**src/kth_ram.sv**
```systemverilog
module kth_ram #(
    parameter int WIDTH = 8,
    parameter int DEPTH = 16
) (
    input  logic                     aclk,
    input  logic                     wr_en,
    input  logic [$clog2(DEPTH)-1:0] wr_addr,
    input  logic [WIDTH-1:0]         wr_data,
    input  logic [$clog2(DEPTH)-1:0] rd_addr,
    output logic [WIDTH-1:0]         rd_data
);

    logic [WIDTH-1:0] mem [DEPTH];

    // One write port and one registered read port.
    always_ff @(posedge aclk) begin
        if (wr_en) begin
            mem[wr_addr] <= wr_data;
        end
        rd_data <= mem[rd_addr];
    end

endmodule

```
**config.mk**
```make
export PLATFORM = sky130hd
export DESIGN_NAME = kth_ram
export DESIGN_NICKNAME = d
export VERILOG_FILES = /design/src/kth_ram.sv
export SDC_FILE = /design/constraint.sdc
export NUM_CORES = 1
export LEC_CHECK = 0
export ABC_CLOCK_PERIOD_IN_PS = 1700
export BUFFER_PORTS_ARGS = -buffer_cell sky130_fd_sc_hd__buf_2
export CAP_MARGIN = 40
export CORE_ASPECT_RATIO = 0.7
export CORE_MARGIN = 3
export CORE_UTILIZATION = 54
export CTS_CLUSTER_SIZE = 16
export DETAILED_ROUTE_END_ITERATION = 10
export GPL_TIMING_DRIVEN = 0
export HOLD_SLACK_MARGIN = 0.03
export PLACE_DENSITY = 0.74
export SETUP_SLACK_MARGIN = 0.15
export SYNTH_ARGS = -nofsm -noshare
export SYNTH_HDL_FRONTEND = slang
export SYNTH_SLANG_ARGS = --single-unit
```
**constraint.sdc**
```tcl
create_clock -name aclk -period 1.7 [get_ports aclk]
set_input_delay 0.255 -clock aclk [delete_from_list [all_inputs] [get_ports aclk]]
set_output_delay 0.255 -clock aclk [all_outputs]
set_load 0.02 [all_outputs]
```
# Word level (Yosys, flattened, before mapping)
# Memories as Yosys holds them, arrays and structs flattened. A register that Yosys moved wholly into a read port is not among the register bits.
# Index checks and enable logic that the tools add are counted.
[op_classes]
muxes = 2
[op_table]
columns = ["op", "count"]
rows = [
  ["two-way mux 1 bit", 2],
]
[totals]
register_bits = 0
ram_bits = 128
mem_count = 1
out_inout_bits = 8
in_bits = 18
word_cells = 3
[mem_list]
columns = ["memory", "depth", "word_bits", "read_ports", "rd_ports_with_merged_regs", "write_ports", "line_no", "text"]
rows = [
  ["mem", 16, 8, 1, 1, 1, "13", "logic [WIDTH-1:0] mem [DEPTH];"],
]

# Depth between registers and ports, before layout
[depth]
word_depth = 2
mapped_depth = 5
depth_no_buf = 3

# Worst setup path before layout
# Ideal clock, no wire load.
[synth_path]
kind = "in2reg"
from = "input port wr_addr[2]"
to = "memory mem[0][0], enable pin"
required_time_ps = 1317
setup_slack_ps = -48
stages = 2
setup_ps = 383
arrival_ps = 1365
n_path_buf = 0
path_cell_list = "or3b_2 -> nor3_1"
[synth_lines]
columns = ["item", "line_no", "text"]
rows = [
  ["start: declaration", "7", "input logic [$clog2(DEPTH)-1:0] wr_addr,"],
  ["end: declaration", "13", ""],
]
# Straight into the memory's write port.

# Worst setup path after layout
[layout_path]
from = "input port wr_addr[2]"
to = "memory mem[3][5], enable pin"
# Straight into the memory's write port.

==> results by group <==
Global routing
  – First-pass GRT wire length: 14800 um
  – Global route overflow: 0
  – Largest net degree at the start of global routing: 17
  – GR met1 Demand/Resource: between 20% and 30%
  – Vias in the first global route: around 2400
  – Met3 usage: 6.71%
  – Initial antenna violation count: 0
  – Tot GR Track Use: roughly a fifth
  – GRT busiest layer: met1
  – GR Layer Usage met2: 29.6%

Routing
  – Length of the first detailed-routing pass in iterations: 4
  – Number of nets with antenna violations after routing: 0
  – Total number of vias: 2389
  – Routed vias/inst: 5.80
  – Routed Wire Length: 9770 um
  – First DRT Iteration DRCs: 160
  – WL/cell: 23.7 um
  – DRC Markers: 0

Placement
  – Final HPWL DP: 6170 um
  – Placed inst area: 5450 um2
  – RePlAce Congestion: 0.752
  – Placed cell count: 380
  – Port Buf Inserts: 24

Synth
  – Synth Instances: 229
  – Sequential area share after synthesis: between 70 and 80%
  – Leading area contributor after synthesis: edfxtp_1
  – Post-synth EDFFs: 128
  – Synth unique cells: 19
  – Avg Inst Size Synth: 22.5 um2
  – Top cells by area, synth: edfxtp_1 75%, mux4_2 7.9%, mux4_1 7.1%
  – Syn Nets: 247
  – Yosys top cell area share: ~75%
  – Yosys warning count: 0
  – Most frequent cell after synthesis: edfxtp_1
  – Ys flop type: edfxtp_1
  – Synth cell count leaders: 128 x edfxtp_1, 18 x mux4_2, 16 x a22oi_1
  – Post-synthesis async set-or-reset flop share: 0%
  – Yosys reg bits: 136
  – Mapped Area: between 5000 and 6000 um2

STA
  – F_max: 665 MHz
  – Max Slew Vio Count: 0
  – Setup violations, final: 0
  – Worst-margin pin slew: 0.786 ns
  – Crit share post-route: 88.4%
  – Unrepaired setup endpoints after global routing: false
  – Final hold vios: 0
  – Slew headroom: 47.4%
  – Tmin final: 1.50 ns
  – Clock Skews: 0.0108 ns

Setup path
  – Crit-path max FO: 8
  – R2R setup slack: 0.26 ns
  – CP max stage cell: nor2_1
  – Worst setup startpoint: wr_addr[2]
  – CP required: 1.73 ns
  – Crit path kind: primary input to flip-flop
  – Crit path capture type: flip-flop
  – CP Data Arrival Time: between 1.5 and 2 ns
  – Crit path cell chain: buf_2 -> or3b_2 -> nor2_1
  – FF-to-FF End: rd_data[0]
  – CP Launch Type: primary input
  – Slowest cell delay on critical path: 0.62 ns
  – CP Depth: 3
  – CP Buf/Inv Count: 1
  – RR Startpoint: mem[5][0]
  – Worst r2r path cells: 3
  – Top Family by Delay on Critical Path: simple AND/OR/NAND/NOR gates

Clock network
  – Num CTS Buffers: 17
  – Clock Tree Buf Depth: 2
  – H-tree depth: 4
  – CTS sink cnt: 136
  – CTS Hold Bufs: 0
  – Clock Latency Late Sink: 0.41 ns
  – CTS root buffer: clkbuf_16
  – Post-CTS Setup Bufs: 0
  – Clk pin slew, worst setup/hold paths: roughly 0.060 ns
  – Post-CTS sizing: 0
  – CTS tree: yes

Cells and area
  – Area taken by multi-input logic gates: 1060 um2
  – Total Nets Final: 293
  – Share of layout cells above drive strength 1: 29.9%
  – Syn-to-layout area delta: 18.0%
  – Final instance area: roughly 6000 um2
  – N_diodes: 0
  – Final non-filler cell total: between 400 and 500
  – FF+latch area: approximately 4000 um2
  – Filler cells: 579

Power
  – Pwr per Cell Area: 1320 nW/um2
  – P_leak: just over 2 nW
  – Tot Pwr: 8.00 mW
  – Max VDD drop: 0.000871 V

Floorplanning
  – Row Count: 29
  – I/O pin count: 26
  – Core Footprint: 9180 um2
  – Die height: 87.7 um
  – Chip Width: 123 um
  – Initial core utilization: 56.1%
  – Die ar.: 10800 um2

Hold path
  – Hold Path Sink: mem[15][6]
  – HP Class: primary input to flip-flop
  – Worst Min Path Start: wr_data[6]
  – WHS Path Cells: 1

Run status
  – Status: finished clean

Run
  – Max-Cap Viols: 0
## metrics by stage
stage | hold slack [ns] | worst slack (ns) | setup TNS, ns | util, %
4_1_cts | 0.238 | 0.198 | 0 | 66.1
2_1_floorplan | 0.354 | 0.179 | 0 | -
6_report | 0.247 | 0.197 | 0 | 66.1
3_3_place_gp | 0.662 | -0.316 | -12.92 | 59.1
5_1_grt | 0.254 | 0.154 | 0 | 66.1
3_5_place_dp | 0.669 | -0.254 | -7.29 | 59.3
## metal layers
| layer | wire, um | share of wire, % |
|---|---|---|
| met5 | 0 | 0 |
| met4 | 68 | 0.70 |
| met3 | 696 | 7.1 |
| met2 | 4450 | 45 |
| met1 | 4560 | 47 |
## cell usage in the layout (no fill, tap or decap)
cell type,instances
a22oi_1,16
and2_1,1
and2b_1,1
buf_2,29
buf_4,2
buf_6,3
bufinv_16,4
clkbuf_1,4
clkbuf_16,17
clkbuf_8,3
clkdlybuf4s25_2,3
clkinv_2,3
clkinvlp_4,1
dfxtp_1,8
edfxtp_1,128
mux4_1,14
mux4_2,18
nand2_1,9
nand2b_1,2
nand3_1,1
nand3b_1,2
nor2_1,12
nor2_2,1
nor2b_1,1
nor3_1,3
nor3_2,1
or3b_2,1
## cell families (layout without fill, tap and decap cells)
| kind of cell | count (synthesis) | after routing | synth area share (%) |
|---|---|---|---|
| mux | 32 | 32 | 15.0 |
| flops | 136 | 136 | 77.8 |
| simple gates | 35 | 35 | 3.18 |
| buf+inv | 10 | 69 | 1.68 |
| compound gates | 16 | 16 | 2.33 |
## cell type report
type,instances,area share (%)
multi-input combinational,83,17.5
buffer,10,1.42
clock inverter,8,2.35
clock buffer,24,7.93
sequential,136,65.9
timing repair buffer,27,2.27
tap,124,2.56
## worst max path at each step
stage | to | slack [ns]
global route | mem[0][6] | 0.15
floorplan | mem[3][0] | 0.18
CTS | mem[2][6] | 0.20
detailed placement | mem[2][2] | -0.25
finish | mem[3][5] | 0.20
global placement | mem[8][3] | -0.32
## where the power goes
part           total (mW)  internal, mW  switching (mW)
sequential           3.77          3.75          0.0174
clock                3.85          2.56            1.28
combinational       0.383         0.150           0.232
total                8.00          6.47            1.53
## registers in the layout (all words and copies together), names as in the netlist
| name | cells |
|---|---|
| rd_data | 8 |
| mem | 128 |
## worst reg2reg max path, stage by stage (launching register included)
cell and delay [ns]:
edfxtp_1 0.35, mux4_1 0.57, a22oi_1 0.27, nand2_1 0.12
No activity file was read; power rests on OpenSTA's default activity.
