`config.mk`:
```
export PLATFORM = sky130hd
export DESIGN_NAME = kth_sqdist
export DESIGN_NICKNAME = d
export VERILOG_FILES = /design/src/kth_pkg.sv /design/src/kth_sqdist.sv
export SDC_FILE = /design/constraint.sdc
export NUM_CORES = 2
export LEC_CHECK = 0
export CORE_AREA = 2 2 330 332
export CTS_CLUSTER_DIAMETER = 50
export DETAILED_ROUTE_END_ITERATION = 6
export DIE_AREA = 0 0 332 334
export DONT_BUFFER_PORTS = 1
export PLACE_DENSITY = 0.86
export SYNTH_ARGS = -nofsm -noshare
export SYNTH_HDL_FRONTEND = slang
export SYNTH_SLANG_ARGS = --single-unit
```
`constraint.sdc`:
```
create_clock -name aclk -period 8.6 [get_ports aclk]
set_input_delay 0.86 -clock aclk [delete_from_list [all_inputs] [get_ports aclk]]
set_output_delay 0.86 -clock aclk [all_outputs]
set_load 0.1 [all_outputs]
```
`src/kth_pkg.sv`:
```
package kth_pkg;

    localparam int TRACKS_DEF = 16;
    localparam int DEPTH_DEF  = 32;

    localparam int KEY_W   = 24;
    localparam int LAT_W   = 28;
    localparam int LON_W   = 29;
    localparam int TIME_W  = 32;
    localparam int STEP_W  = 48;
    localparam int CNT_W   = 7;
    localparam int POINT_W = LAT_W + LON_W;

    // Input payload: operation, key, lat, lon, now_ms; key_present rides in tuser.
    localparam int S_DATA_W = 120;
    // Output payload: status, found, point_lat, point_lon, point_count; last is tlast.
    localparam int M_DATA_W = 72;

    localparam int CFG_IDX_W  = 1;
    localparam int CFG_DATA_W = 48;

    typedef enum logic [1:0] {
        OP_RECORD = 2'd0,
        OP_EXPIRE = 2'd1,
        OP_PATH   = 2'd2,
        OP_CLEAR  = 2'd3
    } op_t;

    typedef enum logic [1:0] {
        ST_APPENDED   = 2'd0,
        ST_SUPPRESSED = 2'd1,
        ST_IGNORED    = 2'd2,
        ST_DONE       = 2'd3
    } status_t;

    localparam logic [CFG_IDX_W-1:0] REG_MIN_STEP_SQ = 1'd0;
    localparam logic [CFG_IDX_W-1:0] REG_TTL_MS      = 1'd1;

    localparam logic [TIME_W-1:0] TTL_RESET = 32'd60000;

    // Result item handed from the sequencer to the output register.
    typedef struct packed {
        status_t           status;
        logic              found;
        logic [LAT_W-1:0]  lat;
        logic [LON_W-1:0]  lon;
        logic [CNT_W-1:0]  count;
        logic              last;
    } result_t;

endpackage

```
`src/kth_sqdist.sv`:
```
module kth_sqdist (
    input  logic                        aclk,
    input  logic                        start,
    input  logic [kth_pkg::LAT_W-1:0]   new_lat,
    input  logic [kth_pkg::LON_W-1:0]   new_lon,
    input  logic [kth_pkg::POINT_W-1:0] old_point,
    input  logic [kth_pkg::STEP_W-1:0]  min_step_sq,
    output logic                        too_close
);
    import kth_pkg::*;

    // Differences are at most 30 bits in magnitude; squares fit 60 bits.
    logic signed [LON_W:0] dla_c, dlo_c;
    logic [LON_W:0]        a_reg, b_reg;
    logic [2*LON_W+1:0]    sa_reg, sb_reg;
    logic [2*LON_W+2:0]    sum_c;

    assign dla_c = {{2{new_lat[LAT_W-1]}}, new_lat}
                 - {{2{old_point[LAT_W-1]}}, old_point[LAT_W-1:0]};
    assign dlo_c = {new_lon[LON_W-1], new_lon}
                 - {old_point[POINT_W-1], old_point[POINT_W-1:LAT_W]};
    assign sum_c = {1'b0, sa_reg} + {1'b0, sb_reg};

    // Stage one takes magnitudes, stage two squares, stage three compares.
    always_ff @(posedge aclk) begin
        if (start) begin
            a_reg <= dla_c[LON_W] ? (LON_W+1)'(0) - dla_c : dla_c;
            b_reg <= dlo_c[LON_W] ? (LON_W+1)'(0) - dlo_c : dlo_c;
        end
        sa_reg    <= a_reg * a_reg;
        sb_reg    <= b_reg * b_reg;
        too_close <= sum_c < {13'd0, min_step_sq};
    end

endmodule

```
-- Word-level counts from Yosys, hierarchy flattened
Cells that the tools add are included.
Widths: inputs -> output; s select.
- word-level logic and storage cells: 17
- bits of input ports: 164
- bits in registers: 181
- output and inout port bits: 1
- order comparisons: 1
- multiply operators: 2
- add/sub/neg operators: 5
- muxes and demuxes: 2
- operators by type and width (kind ; number):
    $mul 30x30->60 ; 2
    $add 60x60->61 ; 1
    $lt 61x48->1 ; 1
    $mux 29 ; 2
    $sub 1x29->30 const A ; 1
    $sub 1x30->30 const A ; 1
    $sub 29x29->30 ; 1
    $sub 28x28->29 ; 1

-- Longest topological paths before layout
- depth in word-level cells: 3
- gate-level depth with buffers: 32
- depth with buffers taken out: 30

-- Least setup slack after synthesis
OpenSTA, ideal clock, no wires.
- kind: reg2reg
- from: register b_reg[4]
- to: register sb_reg[50]
- clock period less this slack: 7791 ps
- cell stages (with the launch flop): 29
- path slack: 809 ps
- required time: 8464 ps
- path buffers: 2
- setup time: 136 ps
- arrival: 7655 ps
- cell sequence: edfxtp_1 clkbuf_1 inv_1 nor2_1 fa_1 fa_1 fa_1 inv_1 fa_1 inv_1 fa_1 fa_1 fa_1 inv_1 fa_1 inv_1 ha_1 clkbuf_1 a21oi_1 o21ai_0 a2111oi_0 nor2_1 a21boi_0 o41a_1 o31ai_1 a221o_1 a2111oi_0 o41ai_1 xor2_1
- cells in the longest elaborated chain, start to end: 1
- RTL lines (what ; line ; text):
    start: declaration ; kth_sqdist.sv:14 ; logic [LON_W:0] a_reg, b_reg;
    start signal: assignment ; kth_sqdist.sv:28 ; b_reg <= dlo_c[LON_W] ? (LON_W+1)'(0) - dlo_c : dlo_c;
    $mul 30x30->60 ; kth_sqdist.sv:31 ; sb_reg <= b_reg * b_reg;
    end signal: assignment ; kth_sqdist.sv:31 ;
    end: declaration ; kth_sqdist.sv:15 ; logic [2*LON_W+1:0] sa_reg, sb_reg;
Every way passes these cells.
A chain may end at the register's enable or synchronous reset.

-- Final worst setup path
- from: register b_reg[26]
- to: register sb_reg[59]
Same word-level chain as after synthesis.

==> summary.md <==
The run finished with clean final reports. The via count of the first global-routing pass was 53151; the area of the core was 107800 um^2. The first global-routing pass estimated 259700 um of wire.

The synthesized design contains 179 register bits. The post-detailed-route DRC marker count is 0. Clock tree synthesis selected as its root buffer the cell sky130_fd_sc_hd__clkbuf_16. The number of ports placed on the die boundary was 165.

The first detailed-routing pass took 6 iterations. Headroom to the max-slew limit came out at 19.38%. The classification of the worst-slack hold path was input pin to register.

Library cell occupying the most area in the post-synthesis netlist: sky130_fd_sc_hd__fa_1. The congestion estimate from routability-driven global placement came to 0.9552. The worst setup path is launched from a register. The floorplan has 121 rows. The sum of overflow across all layers after global routing was 0. The layout net count came out at 9293.

Counting tap cells, the placed design contains a total of 8393 instances. Once the floorplan was initialized, standard cells occupied 59.39% of the core. The logs give 29.28% for the combined global-route utilization of all metal layers and 8403 for the fill cell total of the finished layout.

The tools report the H-tree depth as 4. The top flip-flop cell by instance count after synthesis was sky130_fd_sc_hd__dfxtp_1. Leaving out filler cells and counting taps, the final layout contains 8477.

The number of synthesized flops with an enable pin was 60. TritonCTS built the clock tree. The width of the die was 332 um. Yosys attributes the largest share of cell area to sky130_fd_sc_hd__fa_1 44%, sky130_fd_sc_hd__ha_1 13%, sky130_fd_sc_hd__inv_1 11%. The worst setup path is captured at a register.

The detail-routed via count per cell was 5.662. The HPWL reported at the end of detailed placement was 134800 um. Dividing the detail-routed wire length by the instance count gives 18.48 um.

For the final core area utilization, the log shows 62.51%. The maximum net fanout on the critical path works out to 12. A synthesized cell averages 9.100 um^2. The clock passes through at most 2 buffers. The tools report the max-slew violation total from the final report as 0.

At the worst endpoint, the required time is 9030 ps. From bottom edge to top edge, the die measures 334 um. The proportion of layout cells with a drive suffix above 1 works out to 4.220%. The logs give 0 for the synthesis warning total and 120.6 MHz for the highest clock rate.

The smallest clock period supported by the final layout is computed as 8295 ps. The number of max-capacitance violations reported was 0; the clock buffer count from CTS was 17. For the pin with the worst max-slew slack, the measured transition is 1205 ps. Once detail routing completed, the nets flagged for antenna violations numbered 0.

For this run, asynchronously set or reset flops after synthesis account for 0%. Dividing the final minimum period by the clock period gives 96.46%. The detailed-route wire length came out at 156700 um. Prior to clock tree synthesis, the placed netlist has a worst setup slack of -59.98 ps. Setup total negative slack on the finished layout was measured at 0 ps.

The combined area of all synthesized cells was 64020 um^2; the overall die area was 110900 um^2. The synthesized design devotes to its leading area cell type 43.53% of total area. For the worst-skew pair, the clock arrives at the later sink with an insertion delay of 510 ps. For this block, the via count after detailed routing is 47993.

The total setup violations reported at the end of the flow was 0; the sequential element share of the synthesized area was 6.536%. After clock tree synthesis, the clock-pin slew on the worst setup and hold paths is 90 ps. The clock arrives with 28.44 ps of skew. In this run, distinct cell masters in the synthesized netlist total 89. In the synthesized netlist, the number of instances is 7035. The number of hold buffers added after CTS is 0. In this run, the number of DRC markers left after iteration 0 of detailed routing was 3600. The area growth from synthesis to layout is 5.258%. Data on the critical path arrives at its endpoint at 8720 ps.

For the final hold violation count, the log shows 0. The critical path is of the register to register type. Number of sinks handled by clock tree synthesis: 179.

For the initial antenna violation count, the log shows 2. Total nets after synthesis: 9278. Entering global routing, the biggest net connects 61 pins. In the post-route analysis, the smallest setup slack over all paths is 304.7 ps. During placement, the flow inserted port buffers numbering 0.
[cell usage in the layout, fill, tap and decap left out, drive strengths merged, types with 48 or more instances in the layout]
cell type and count:
inv 1929, fa 1392, ha 687, nand2 595
and2 372, a21oi 248, nor2 240, buf 218
xnor2 198, o21ai 135, a21o 120, dfxtp 119
xor2 102, edfxtp 60, nand3 54, nor3 48
[path summary, 6_finish.rpt]
check / start / cells past startpoint / slack [ps] / end
worst max-delay path: b_reg[26]$_DFFE_PP_ / 24 / 300 / sb_reg[59]$_DFF_P_
worst max register to register: b_reg[26]$_DFFE_PP_ / 24 / 300 / sb_reg[59]$_DFF_P_
worst min-delay path: start / 0 / 530 / a_reg[26]$_DFFE_PP_
worst min register to register: sa_reg[59]$_DFF_P_ / 3 / 810 / too_close$_DFF_P_
[Yosys cell counts (102+ instances only)]
master / count
sky130_fd_sc_hd__a21o_1: 120
sky130_fd_sc_hd__a21oi_1: 246
sky130_fd_sc_hd__and2_1: 370
sky130_fd_sc_hd__clkbuf_1: 219
sky130_fd_sc_hd__dfxtp_1: 119
sky130_fd_sc_hd__fa_1: 1392
sky130_fd_sc_hd__ha_1: 687
sky130_fd_sc_hd__inv_1: 1925
sky130_fd_sc_hd__nand2_1: 595
sky130_fd_sc_hd__nor2_1: 240
sky130_fd_sc_hd__o21ai_0: 132
sky130_fd_sc_hd__xnor2_1: 198
sky130_fd_sc_hd__xor2_1: 102
[kinds of logic (layout without fill, tap and decap cells)]
logic type	after synthesis	in the layout	share of synthesized area, %
AND/OR/NAND/NOR	1532	1532	11.68
other	1	2	0.005858
buffers and inverters	2149	2176	12.60
adder cells (fa/ha/maj)	2079	2079	56.96
multiplexers	11	11	0.1779
AO/OA/AOI/OAI	784	784	7.931
XOR/XNOR	300	300	4.104
flip-flops	179	179	6.536
[stage by stage]
step           hold WS [ps]  cell area, um^2
6_report              527.5            67380
5_1_grt               498.3            67380
4_1_cts               488.1            66890
3_5_place_dp          793.7            66270
3_3_place_gp          778.4            66270
2_1_floorplan         386.2            64020
[routing by layer]
layer | GRT usage (%) | vias to the layer above | routed length (um)
li1 | - | 21305 | -
met1 | 35.74 | 24148 | 58720
met2 | 50.29 | 1960 | 77670
met3 | 5.381 | 576 | 12370
met4 | 13.97 | 4 | 7891
met5 | 0 | - | 27
[critical path: stages (launching register included)]
cell	delay [ps]
sky130_fd_sc_hd__edfxtp_1	720
sky130_fd_sc_hd__inv_1	420
sky130_fd_sc_hd__nor2_1	160
sky130_fd_sc_hd__fa_1	520
sky130_fd_sc_hd__inv_1	50
sky130_fd_sc_hd__fa_1	550
sky130_fd_sc_hd__inv_1	60
sky130_fd_sc_hd__fa_1	530
sky130_fd_sc_hd__inv_1	50
sky130_fd_sc_hd__fa_1	560
sky130_fd_sc_hd__inv_1	80
sky130_fd_sc_hd__fa_1	550
sky130_fd_sc_hd__fa_1	430
sky130_fd_sc_hd__fa_1	450
sky130_fd_sc_hd__ha_1	290
sky130_fd_sc_hd__ha_1	430
sky130_fd_sc_hd__nand3_1	180
sky130_fd_sc_hd__or4_1	590
sky130_fd_sc_hd__o41ai_1	380
sky130_fd_sc_hd__buf_4	210
sky130_fd_sc_hd__o2111ai_2	150
sky130_fd_sc_hd__a21oi_1	280
sky130_fd_sc_hd__o22ai_1	150
sky130_fd_sc_hd__o21ai_0	250
sky130_fd_sc_hd__xnor2_1	140
[repair_timing]
action | 4_1_cts | 5_1_grt
setup endpoints to repair | 2 | 22
setup buffers | 7 | 45
resized for setup | 0 | 19
[area by class of cell]
cell class | instances | area, um^2 | share of cell area [%]
antenna | 1 | 2.502 | 0.003714
clock buffer | 20 | 457.9 | 0.6796
clock inverter | 11 | 95.09 | 0.1411
inverter | 1927 | 7241 | 10.75
multi-input combinational | 4707 | 51830 | 76.91
sequential | 179 | 4184 | 6.209
tap | 1414 | 1769 | 2.626
timing repair buffer | 218 | 1807 | 2.681
Power is left out: the tool's default activity adds up to more than one toggle a clock period on the data nets, which glitch-free logic cannot reach.
